`src/design/rsu_pkg.sv`:
```
// rsu_pkg: types, codes and the digit decoder shared by the radix string
// to unsigned converter. No dependencies.
package rsu_pkg;

  localparam int VALUE_W     = 64;
  localparam int CHAR_W      = 8;
  localparam int RADIX_W     = 8;
  localparam int DIGIT_W     = 6;
  localparam int PROD_W      = VALUE_W + DIGIT_W;
  localparam int CFG_IDX_W   = 1;

  localparam logic [RADIX_W-1:0] RADIX_RESET = 8'd10;
  localparam logic [RADIX_W-1:0] MAX_RADIX   = 8'd36;
  localparam logic [DIGIT_W-1:0] DIGIT_NONE  = 6'd63;

  localparam logic [CHAR_W-1:0] CHAR_0    = 8'h30;
  localparam logic [CHAR_W-1:0] CHAR_9    = 8'h39;
  localparam logic [CHAR_W-1:0] CHAR_LA   = 8'h61;
  localparam logic [CHAR_W-1:0] CHAR_LZ   = 8'h7a;
  localparam logic [CHAR_W-1:0] CHAR_UA   = 8'h41;
  localparam logic [CHAR_W-1:0] CHAR_UZ   = 8'h5a;
  localparam logic [CHAR_W-1:0] CHAR_APOS = 8'h27;
  localparam logic [CHAR_W-1:0] LETTER_OFS = 8'd10;

  // configuration register indexes
  typedef enum logic [CFG_IDX_W-1:0] {
    CFG_RADIX   = 1'b0,
    CFG_CEILING = 1'b1
  } cfg_idx_t;

  // result status codes
  typedef enum logic [2:0] {
    ST_DIGIT     = 3'd0,
    ST_SEP       = 3'd1,
    ST_NOT_DIGIT = 3'd2,
    ST_BEYOND    = 3'd3,
    ST_OVERFLOW  = 3'd4,
    ST_IGNORED   = 3'd5,
    ST_BAD_RADIX = 3'd6
  } status_t;

  typedef struct packed {
    logic [CHAR_W-1:0] char_code;
    logic              last_char;
  } in_item_t;

  typedef struct packed {
    logic [VALUE_W-1:0] value;
    status_t            status;
    logic               done_res;
  } out_item_t;

  // controller states
  typedef enum logic [1:0] {
    S_IDLE,
    S_MUL,
    S_EVAL
  } state_t;

  // controller to datapath commands
  typedef struct packed {
    logic capture;
    logic mul;
    logic eval;
    logic cfg_wr;
  } cmd_t;

  // digit value of a character byte, DIGIT_NONE if not a digit or letter
  function automatic logic [DIGIT_W-1:0] digit_of(input logic [CHAR_W-1:0] c);
    logic [DIGIT_W-1:0] d;
    d = DIGIT_NONE;
    if (c >= CHAR_0 && c <= CHAR_9) begin
      d = DIGIT_W'(c - CHAR_0);
    end else if (c >= CHAR_LA && c <= CHAR_LZ) begin
      d = DIGIT_W'(c - CHAR_LA + LETTER_OFS);
    end else if (c >= CHAR_UA && c <= CHAR_UZ) begin
      d = DIGIT_W'(c - CHAR_UA + LETTER_OFS);
    end
    return d;
  endfunction

endpackage

```
`src/design/rsu_ctrl.sv`:
```
// rsu_ctrl: sequencer of the converter: capture, multiply, evaluate,
// and the output beat flag. Depends on rsu_pkg.
module rsu_ctrl (
  input  logic          clk,
  input  logic          rst,
  input  logic          in_valid,
  output logic          in_ready,
  output logic          out_valid,
  input  logic          out_ready,
  input  logic          cfg_valid,
  output logic          cfg_ready,
  output rsu_pkg::cmd_t cmd
);
  import rsu_pkg::*;

  state_t state;
  state_t state_next;
  logic   out_full;
  logic   out_full_next;
  logic   eval_go;

  // evaluation writes the output register only when it is free or draining
  assign eval_go = (state == S_EVAL) && (!out_full || out_ready);

  // next state
  always_comb begin
    state_next = state;
    unique case (state)
      S_IDLE: begin
        if (in_valid) state_next = S_MUL;
      end
      S_MUL: begin
        state_next = S_EVAL;
      end
      S_EVAL: begin
        if (eval_go) state_next = S_IDLE;
      end
      default: state_next = S_IDLE;
    endcase
  end

  // outputs and commands
  always_comb begin
    in_ready    = (state == S_IDLE);
    cfg_ready   = 1'b1;
    cmd.capture = (state == S_IDLE) && in_valid;
    cmd.mul     = (state == S_MUL);
    cmd.eval    = eval_go;
    cmd.cfg_wr  = cfg_valid;
  end

  // output beat pending flag
  always_comb begin
    out_full_next = out_full;
    if (eval_go) out_full_next = 1'b1;
    else if (out_ready) out_full_next = 1'b0;
  end

  assign out_valid = out_full;

  always_ff @(posedge clk) begin
    if (rst) begin
      state    <= S_IDLE;
      out_full <= 1'b0;
    end else begin
      state    <= state_next;
      out_full <= out_full_next;
    end
  end

endmodule

```
`src/design/rsu_datapath.sv`:
```
// rsu_datapath: configuration registers, accumulator, multiply stage,
// overflow compare and output register. Depends on rsu_pkg.
module rsu_datapath (
  input  logic                              clk,
  input  logic                              rst,
  input  rsu_pkg::cmd_t                     cmd,
  input  rsu_pkg::in_item_t                 in_data,
  input  logic [rsu_pkg::CFG_IDX_W-1:0]     cfg_index,
  input  logic [rsu_pkg::VALUE_W-1:0]       cfg_data,
  output rsu_pkg::out_item_t                out_data
);
  import rsu_pkg::*;

  logic [RADIX_W-1:0] radix;
  logic [VALUE_W-1:0] ceiling;
  logic [VALUE_W-1:0] accum;
  logic               stopped;
  logic [CHAR_W-1:0]  char_q;
  logic               last_q;
  logic [DIGIT_W-1:0] digit_q;
  logic [PROD_W-1:0]  prod_q;

  logic               bad_radix;
  logic [VALUE_W-1:0] ceil_eff;
  logic [PROD_W:0]    sum;
  logic               overflow;
  logic [VALUE_W-1:0] accum_next;
  logic               stopped_next;
  out_item_t          res;

  // configuration registers
  always_ff @(posedge clk) begin
    if (rst) begin
      radix   <= RADIX_RESET;
      ceiling <= '0;
    end else if (cmd.cfg_wr) begin
      unique case (cfg_idx_t'(cfg_index))
        CFG_RADIX:   radix   <= cfg_data[RADIX_W-1:0];
        CFG_CEILING: ceiling <= cfg_data;
        default: ;
      endcase
    end
  end

  // input capture and multiply stage
  always_ff @(posedge clk) begin
    if (cmd.capture) begin
      char_q <= in_data.char_code;
      last_q <= in_data.last_char;
    end
    if (cmd.mul) begin
      digit_q <= digit_of(char_q);
      prod_q  <= PROD_W'(accum) * PROD_W'(radix[DIGIT_W-1:0]);
    end
  end

  // overflow test: accum * radix + digit must not pass the ceiling
  assign bad_radix = (radix == '0) || (radix > MAX_RADIX);
  assign ceil_eff  = (ceiling == '0) ? '1 : ceiling;
  assign sum       = {1'b0, prod_q} + (PROD_W + 1)'(digit_q);
  assign overflow  = sum > (PROD_W + 1)'(ceil_eff);

  // character evaluation
  always_comb begin
    accum_next   = accum;
    stopped_next = stopped;
    res.done_res = last_q;
    res.value    = accum;
    res.status   = ST_DIGIT;
    priority if (bad_radix) begin
      res.status = ST_BAD_RADIX;
      res.value  = '0;
    end else if (stopped) begin
      res.status = ST_IGNORED;
    end else if (char_q == CHAR_APOS) begin
      res.status = ST_SEP;
    end else if (digit_q == DIGIT_NONE) begin
      res.status   = ST_NOT_DIGIT;
      stopped_next = 1'b1;
    end else if (RADIX_W'(digit_q) >= radix) begin
      res.status   = ST_BEYOND;
      stopped_next = 1'b1;
    end else if (overflow) begin
      res.status   = ST_OVERFLOW;
      stopped_next = 1'b1;
    end else begin
      accum_next = sum[VALUE_W-1:0];
      res.value  = sum[VALUE_W-1:0];
      res.status = ST_DIGIT;
    end
    // end of string clears the state
    if (last_q) begin
      accum_next   = '0;
      stopped_next = 1'b0;
    end
  end

  // accumulator state
  always_ff @(posedge clk) begin
    if (rst) begin
      accum   <= '0;
      stopped <= 1'b0;
    end else if (cmd.eval) begin
      accum   <= accum_next;
      stopped <= stopped_next;
    end
  end

  // output register
  always_ff @(posedge clk) begin
    if (cmd.eval) out_data <= res;
  end

endmodule

```
`src/design/radix_string_to_unsigned.sv`:
```
// An accepted input beat is captured, passes the multiply stage and is
// evaluated into the output register; evaluation waits while a result is stalled.
// One character is in work at a time: the sequencer steps the multiply and
// the overflow compare of each character in turn before taking the next.
// Reset (rst, synchronous): radix 10, ceiling 0, accumulator cleared,
// accepting digits, no result pending.
module radix_string_to_unsigned (
  input  logic                          clk,
  input  logic                          rst,
  input  logic                          in_valid,
  output logic                          in_ready,
  input  rsu_pkg::in_item_t             in_data,
  output logic                          out_valid,
  input  logic                          out_ready,
  output rsu_pkg::out_item_t            out_data,
  input  logic                          cfg_valid,
  output logic                          cfg_ready,
  input  logic [rsu_pkg::CFG_IDX_W-1:0] cfg_index,
  input  logic [rsu_pkg::VALUE_W-1:0]   cfg_data
);
  import rsu_pkg::*;

  cmd_t cmd;

  // sequencer
  rsu_ctrl u_ctrl (
    .clk       (clk),
    .rst       (rst),
    .in_valid  (in_valid),
    .in_ready  (in_ready),
    .out_valid (out_valid),
    .out_ready (out_ready),
    .cfg_valid (cfg_valid),
    .cfg_ready (cfg_ready),
    .cmd       (cmd)
  );

  // arithmetic and state
  rsu_datapath u_dp (
    .clk       (clk),
    .rst       (rst),
    .cmd       (cmd),
    .in_data   (in_data),
    .cfg_index (cfg_index),
    .cfg_data  (cfg_data),
    .out_data  (out_data)
  );

endmodule

```
`config.mk`:
```
export PLATFORM = sky130hd
export DESIGN_NAME = radix_string_to_unsigned
export DESIGN_NICKNAME = d
export VERILOG_FILES = /design/src/design/rsu_pkg.sv /design/src/design/rsu_ctrl.sv /design/src/design/rsu_datapath.sv /design/src/design/radix_string_to_unsigned.sv
export SDC_FILE = /design/constraint.sdc
export NUM_CORES = 2
export LEC_CHECK = 0
export ABC_AREA = 1
export BUFFER_PORTS_ARGS = -buffer_cell sky130_fd_sc_hd__buf_2
export CORE_MARGIN = 1
export CORE_UTILIZATION = 39
export CTS_BUF_LIST = sky130_fd_sc_hd__clkbuf_2 sky130_fd_sc_hd__clkbuf_4 sky130_fd_sc_hd__clkbuf_8
export DETAILED_ROUTE_END_ITERATION = 8
export GPL_TIMING_DRIVEN = 0
export PLACE_DENSITY_LB_ADDON = 0.12
export SKIP_CTS_REPAIR_TIMING = 1
export SLEW_MARGIN = 20
export SYNTH_ARGS = -nofsm -noshare
export SYNTH_HDL_FRONTEND = slang
export SYNTH_SLANG_ARGS = --single-unit
```
`constraint.sdc`:
```
create_clock -name clk -period 18.25 [get_ports clk]
set_input_delay 1.825 -clock clk [delete_from_list [all_inputs] [get_ports clk]]
set_output_delay 1.825 -clock clk [all_outputs]
set_load 0.01 [all_outputs]
```
==> Yosys cells after proc, flatten, opt, wreduce, memory -nomap -nowiden <==
Cells that the tools add are included.
Widths: inputs -> output; s select.
{ "classes": {"n_addsub": 6, "multipliers": 1, "n_lt_le_gt_ge": 9, "eq_ne": 7, "mux": 28, "n_bitwise": 1, "n_reduce_logical": 17} }
{ "ops": {"columns": ["cell", "n"], "rows": [
  ["$mux 64", 8],
  ["$add 70x6->71", 1],
  ["$gt 71x64->1", 1],
  ["$mul 64x6->70", 1],
  ["$logic_not 64->1", 1],
  ["$mux 6", 3],
  ["$ge 8x7->1 const B", 2],
  ["$le 8x7->1 const B", 2],
  ["$add 6x4->6 const B", 2],
  ["$mux 3", 4],
  ["$sub 6x6->6 const B", 2],
  ["$mux 1", 9],
  ["$eq 8x6->1 const B", 1],
  ["$ge 6x8->1", 1],
  ["$ge 8x6->1 const B", 1],
  ["$gt 8x6->1 const B", 1],
  ["$le 8x6->1 const B", 1],
  ["$logic_not 8->1", 1],
  ["$reduce_and 2->1", 4],
  ["$eq 6x6->1 const B", 1],
  ["$mux 2", 3],
  ["$pmux 2 s3", 1],
  ["$sub 6x1->6 const B", 1],
  ["$logic_and 1x1->1", 5],
  ["10 further kinds", 12]
]} }
{ "word_totals": {"regBits": 293, "out_inout_bits": 71, "elab_cells": 83} }

==> Longest topological paths before layout <==
{ "logic_depth": {"word_depth": 10, "depth_mapped": 32} }

==> Modules after synthesis <==
From an unflattened synthesis, not the netlist that was laid out.
{ "unflattened": {"hier_cells": 3849, "hier_area_um2": 28558.6} }
{ "modules_own_cells": {"columns": ["mod", "n_inst", "cells_each", "area_each_um2", "seq_area_each_um2"], "rows": [
  ["rsu_datapath", 1, 3826, 28383.5, 7337.0],
  ["rsu_ctrl", 1, 23, 175.2, 60.1]
]} }

==> Least setup slack after synthesis <==
OpenSTA, ideal clock, no wires.
{ "synth_timing": {"kind": "input-to-reg", "start": "in out_ready", "end": "reg u_dp.accum[10]", "setup_time_ns": 0.071, "t_arrival_ns": 8.536, "required_ns": 18.179, "slack_ns": 9.643, "cell_stages": 7, "path_cell_list": "nor2_1 -> nor3_1 -> o21ai_0 -> nor2_1 -> buf_2 -> nand3_1 -> a21oi_1"} }
{ "synth_rtl": {"columns": ["element", "line_no", "text"], "rows": [
  ["from (decl)", "radix_string_to_unsigned.sv:14", "input logic out_ready,"],
  ["to (signal assigned)", "rsu_datapath.sv:104", "accum <= accum_next;"],
  ["to (decl)", "rsu_datapath.sv:16", "logic [VALUE_W-1:0] accum;"]
]} }

==> Final worst setup path <==
{ "layout_timing": {"start": "reg u_dp.radix[5]", "end": "reg u_dp.prod_q[40], data pin"} }
{ "layout_via": {"elab_chain_len": 1} }
{ "layout_rtl": {"columns": ["element", "line_no", "text"], "rows": [
  ["from (decl)", "rsu_datapath.sv:14", "logic [RADIX_W-1:0] radix;"],
  ["from (signal assigned)", "rsu_datapath.sv:38", "CFG_RADIX: radix <= cfg_data[RADIX_W-1:0];"],
  ["$mul 64x6->70", "rsu_datapath.sv:53", "prod_q <= PROD_W'(accum) * PROD_W'(radix[DIGIT_W-1:0]);"],
  ["to (signal assigned)", "rsu_datapath.sv:53", null],
  ["to (decl)", "rsu_datapath.sv:21", "logic [PROD_W-1:0] prod_q;"]
]} }
No other way between the ends.
A chain may end at the register's enable or synchronous reset.

==> run_results.csv <==
group,metric,value,unit
cts,clock_path_buffers,3,
run_status,outcome,"completed",
yosys,synth_nets,4387,
cts,ctsRootBufferMaster,"clkbuf_8",
cts,cts_tree,"built",
yosys,synth.area.top_cells,"fa_1, edfxtp_1, nand2_1",
sta,clock_skew,0.0382,ns
place,detailed_place_hpwl,84.2,mm
setup_path,reg2regPathDepth,20,
yosys,ys_seq_area_frac,0.257,
yosys,netlist_area,28800,sq um
sta,timing.fmax,134,MHz
die,die_w,274,um
cts,clk_latency,0.64,ns
yosys,yosysTopAreaCell,"fa_1",
setup_path,reg2reg_slack,10.78,ns
place,pre_cts_ws,10.83,ns
sta,post-route-min-period,7.47,ns
die,core,73000,sq um
route,drt-initial-drc-count,2058,
route,drt-total-wl,101,mm
sta,setup_viol,0,
route,highest_layer,"met4",
place,port_buffers,148,
yosys,synth_top_area_frac,0.174,
grt,grt.total_usage,0.271,
yosys,yosys_warnings,0,
grt,grt_first_pass_wirelength,152,mm
setup_path,required,18.57,ns
die,fp.dieArea,74900,sq um
yosys,synth_cell_types,56,
setup_path,reg2reg_from,"u_dp.radix[5]",
grt,grt.overflow.total,0,
flow_run,cap_violations,0,
route,met3_length,6.05,mm
sta,min_period_over_period,0.409,
route,wirelength_met1,46.5,mm
cts,htreeDepth,2,
sta,maxSlewHeadroom,0.214,
place,dp_cells,5012,
place,gp_routability_congestion,0.990,
route,drc,0,
finish,drive_above_1_share,0.0944,
yosys,ys_ff_latch,293,
sta,grt_setup_unrepaired,"false",
route,route.antenna.remaining_nets,0,
route,avgViaCountPerCell,5.08,
finish,nets,4595,
die,row_count,99,
power,ir_drop,52.7,uV
cts,clkTransAtPathRegs,0.06,ns
cts,clock-sinks,293,
place,post_dp_cell_area,30800,sq um
die,ioPinCount,150,
sta,hold_viol_final,0,
grt,grt_pass1_vias,25400,
setup_path,cp-end-kind,"flip-flop",
cts,cts_inserted_buffers,49,
setup_path,reg2reg_to,"u_dp.prod_q[40]",
finish,fin_cells,5103,
die,die_y,274,um
sta,maxSlewViolCount,0,
grt,antenna_found_initial,1,
power,p_leak,15.1,nW
finish,final_area,31900,sq um
route,first_pass_iters,5,
die,start_util,0.395,
yosys,syn-mean-instance-area,7.39,sq um
route,wire_per_inst,19.8,um
sta,worst_pin_slew,1.18,ns
route,wl_met2,45.0,mm
power,power_density,49.7,nW/um^2
worst_hold_path,min_from,"u_ctrl.state[1]",
worst_hold_path,holdPathStages,1,
sta,tns,0,ns
route,vias,25900,
setup_path,worstSetupPathType,"flip-flop to flip-flop",
power,power,1.59,mW
grt,grt_max_degree,59,
finish,synthToLayoutAreaGrowth,10.8,%
setup_path,start_kind,"flip-flop",
worst_hold_path,min_path_type,"flip-flop to flip-flop",
sta,layout_setup_ws,10.78,ns
setup_path,crit_arrival,7.79,ns
worst_hold_path,worstHoldEndpoint,"u_ctrl.state[0]",
setup_path,crit_fanout,10,
yosys,syn_inst,3896,
layout by cell type (no fill, tap or decap), types with 12 or more instances in the layout:
master,n
buf_2,159
o211ai_1,19
o21ai_0,141
xor2_1,92
nand4_1,107
clkbuf_4,16
clkbuf_1,106
edfxtp_1,153
ha_1,162
xnor2_1,25
nand2_1,893
nand3_1,138
inv_2,14
buf_1,44
nor2_1,484
dfxtp_1,140
a31oi_1,28
inv_1,643
nand2_2,62
nor2_2,12
clkbuf_8,52
fa_1,250
nor4_1,35
a21oi_1,191
buf_4,21
nor3_1,31
layer usage:
| metal | vias to the layer above | GRT usage |
|---|---|---|
| met5 | - | 0 |
| met4 | 0 | 0.0923 |
| met3 | 140 | 0.0378 |
| met1 | 12400 | 0.379 |
| met2 | 774 | 0.429 |
| li1 | 12700 | - |
critical path, stage by stage (launching register included):
cell      delay (ns)
dfxtp_1         0.63
clkbuf_1        0.74
clkbuf_1        0.70
nand2_1         0.18
fa_1            0.55
fa_1            0.54
fa_1            0.56
inv_1           0.04
ha_1            0.34
nand3_1         0.10
nand3_1         0.14
a21oi_2         0.25
o21ai_0         0.19
a21boi_1        0.52
o21ai_0         0.35
a21oi_1         0.32
o21ai_1         0.17
a21boi_1        0.47
o21ai_1         0.12
nand2_1         0.08
nand2_1         0.16
cell usage after synthesis, drive strengths merged:
| cell | number |
|---|---|
| nand3 | 140 |
| clkbuf | 109 |
| edfxtp | 153 |
| nor4 | 35 |
| o21ba | 1 |
| nor2 | 497 |
| o221ai | 3 |
| o311ai | 1 |
| inv | 658 |
| o21a | 10 |
| xor2 | 92 |
| a221oi | 1 |
| nand2 | 955 |
| o41ai | 1 |
| o211ai | 19 |
| a31oi | 28 |
| nand3b | 5 |
| xnor2 | 25 |
| and2 | 1 |
| a21oi | 194 |
| or4 | 1 |
| ha | 162 |
| buf | 79 |
| a21o | 9 |
| a311o | 1 |
| a211o | 1 |
| or2 | 9 |
| nand4 | 108 |
| nor3b | 1 |
| dfxtp | 140 |
| a41oi | 2 |
| o21bai | 4 |
| fa | 250 |
| a21boi | 6 |
| o21ai | 148 |
| nor3 | 39 |
| o31ai | 2 |
| a311oi | 1 |
| and3 | 4 |
| conb | 1 |
state kept, by name (all words and copies together) (netlist names):
| register | flops |
|---|---|
| u_dp.prod_q | 70 |
| u_dp.out_data | 68 |
| u_dp.accum | 64 |
| u_dp.ceiling | 64 |
| u_dp.char_q | 8 |
| u_dp.radix | 8 |
| u_dp.digit_q | 6 |
| u_ctrl.state | 2 |
| u_ctrl.out_valid | 1 |
| u_dp.last_q | 1 |
| u_dp.stopped | 1 |
power by group:
part	total [mW]	internal [mW]	switching, mW
logic	0.211	0.0598	0.151
clock network	0.636	0.354	0.283
registers	0.738	0.715	0.0235
total	1.59	1.13	0.457
logic make-up (layout without fill, tap and decap cells):
| group | after synthesis | after routing | synth area share |
|---|---|---|---|
| xor gates and xnor gates | 117 | 117 | 0.0356 |
| DFF | 293 | 293 | 0.257 |
| and+or+nand+nor | 1795 | 1795 | 0.265 |
| buffers and inverters | 846 | 1093 | 0.115 |
| adders and majority gates | 412 | 412 | 0.244 |
| other | 1 | 2 | 0.000130 |
| AOI/OAI and AO/OA | 432 | 432 | 0.0828 |
metrics by stage:
step                hold WS (ns)   util
floorplan                  0.444      -
CTS                        0.499  0.437
detailed placement         0.492  0.423
global placement           0.484  0.421
global route               0.523  0.437
finish                     0.501  0.437
layout make-up:
type | count | area (sq um)
antenna | 1 | 2.50
buffer | 188 | 851
clock buffer | 68 | 836
clock inverter | 22 | 209
fill | 7704 | 41100
inverter | 658 | 2470
multi-input combinational | 2757 | 18100
sequential | 293 | 7400
tap | 959 | 1200
timing repair buffer | 157 | 832
worst max path at each step:
| stage | cells past startpoint | from | slack (ns) | endpoint |
|---|---|---|---|---|
| finish | 20 | u_dp.radix[5] | 10.78 | u_dp.prod_q[40] |
| global route | 20 | u_dp.radix[5] | 10.39 | u_dp.prod_q[40] |
| CTS | 20 | u_dp.radix[5] | 10.82 | u_dp.prod_q[44] |
| detailed placement | 20 | u_dp.radix[5] | 10.83 | u_dp.prod_q[44] |
| global placement | 8 | out_ready | 5.14 | u_dp.accum[5] |
| floorplan | 7 | out_ready | 9.64 | u_dp.accum[10] |
No activity file was read; power rests on OpenSTA's default activity.
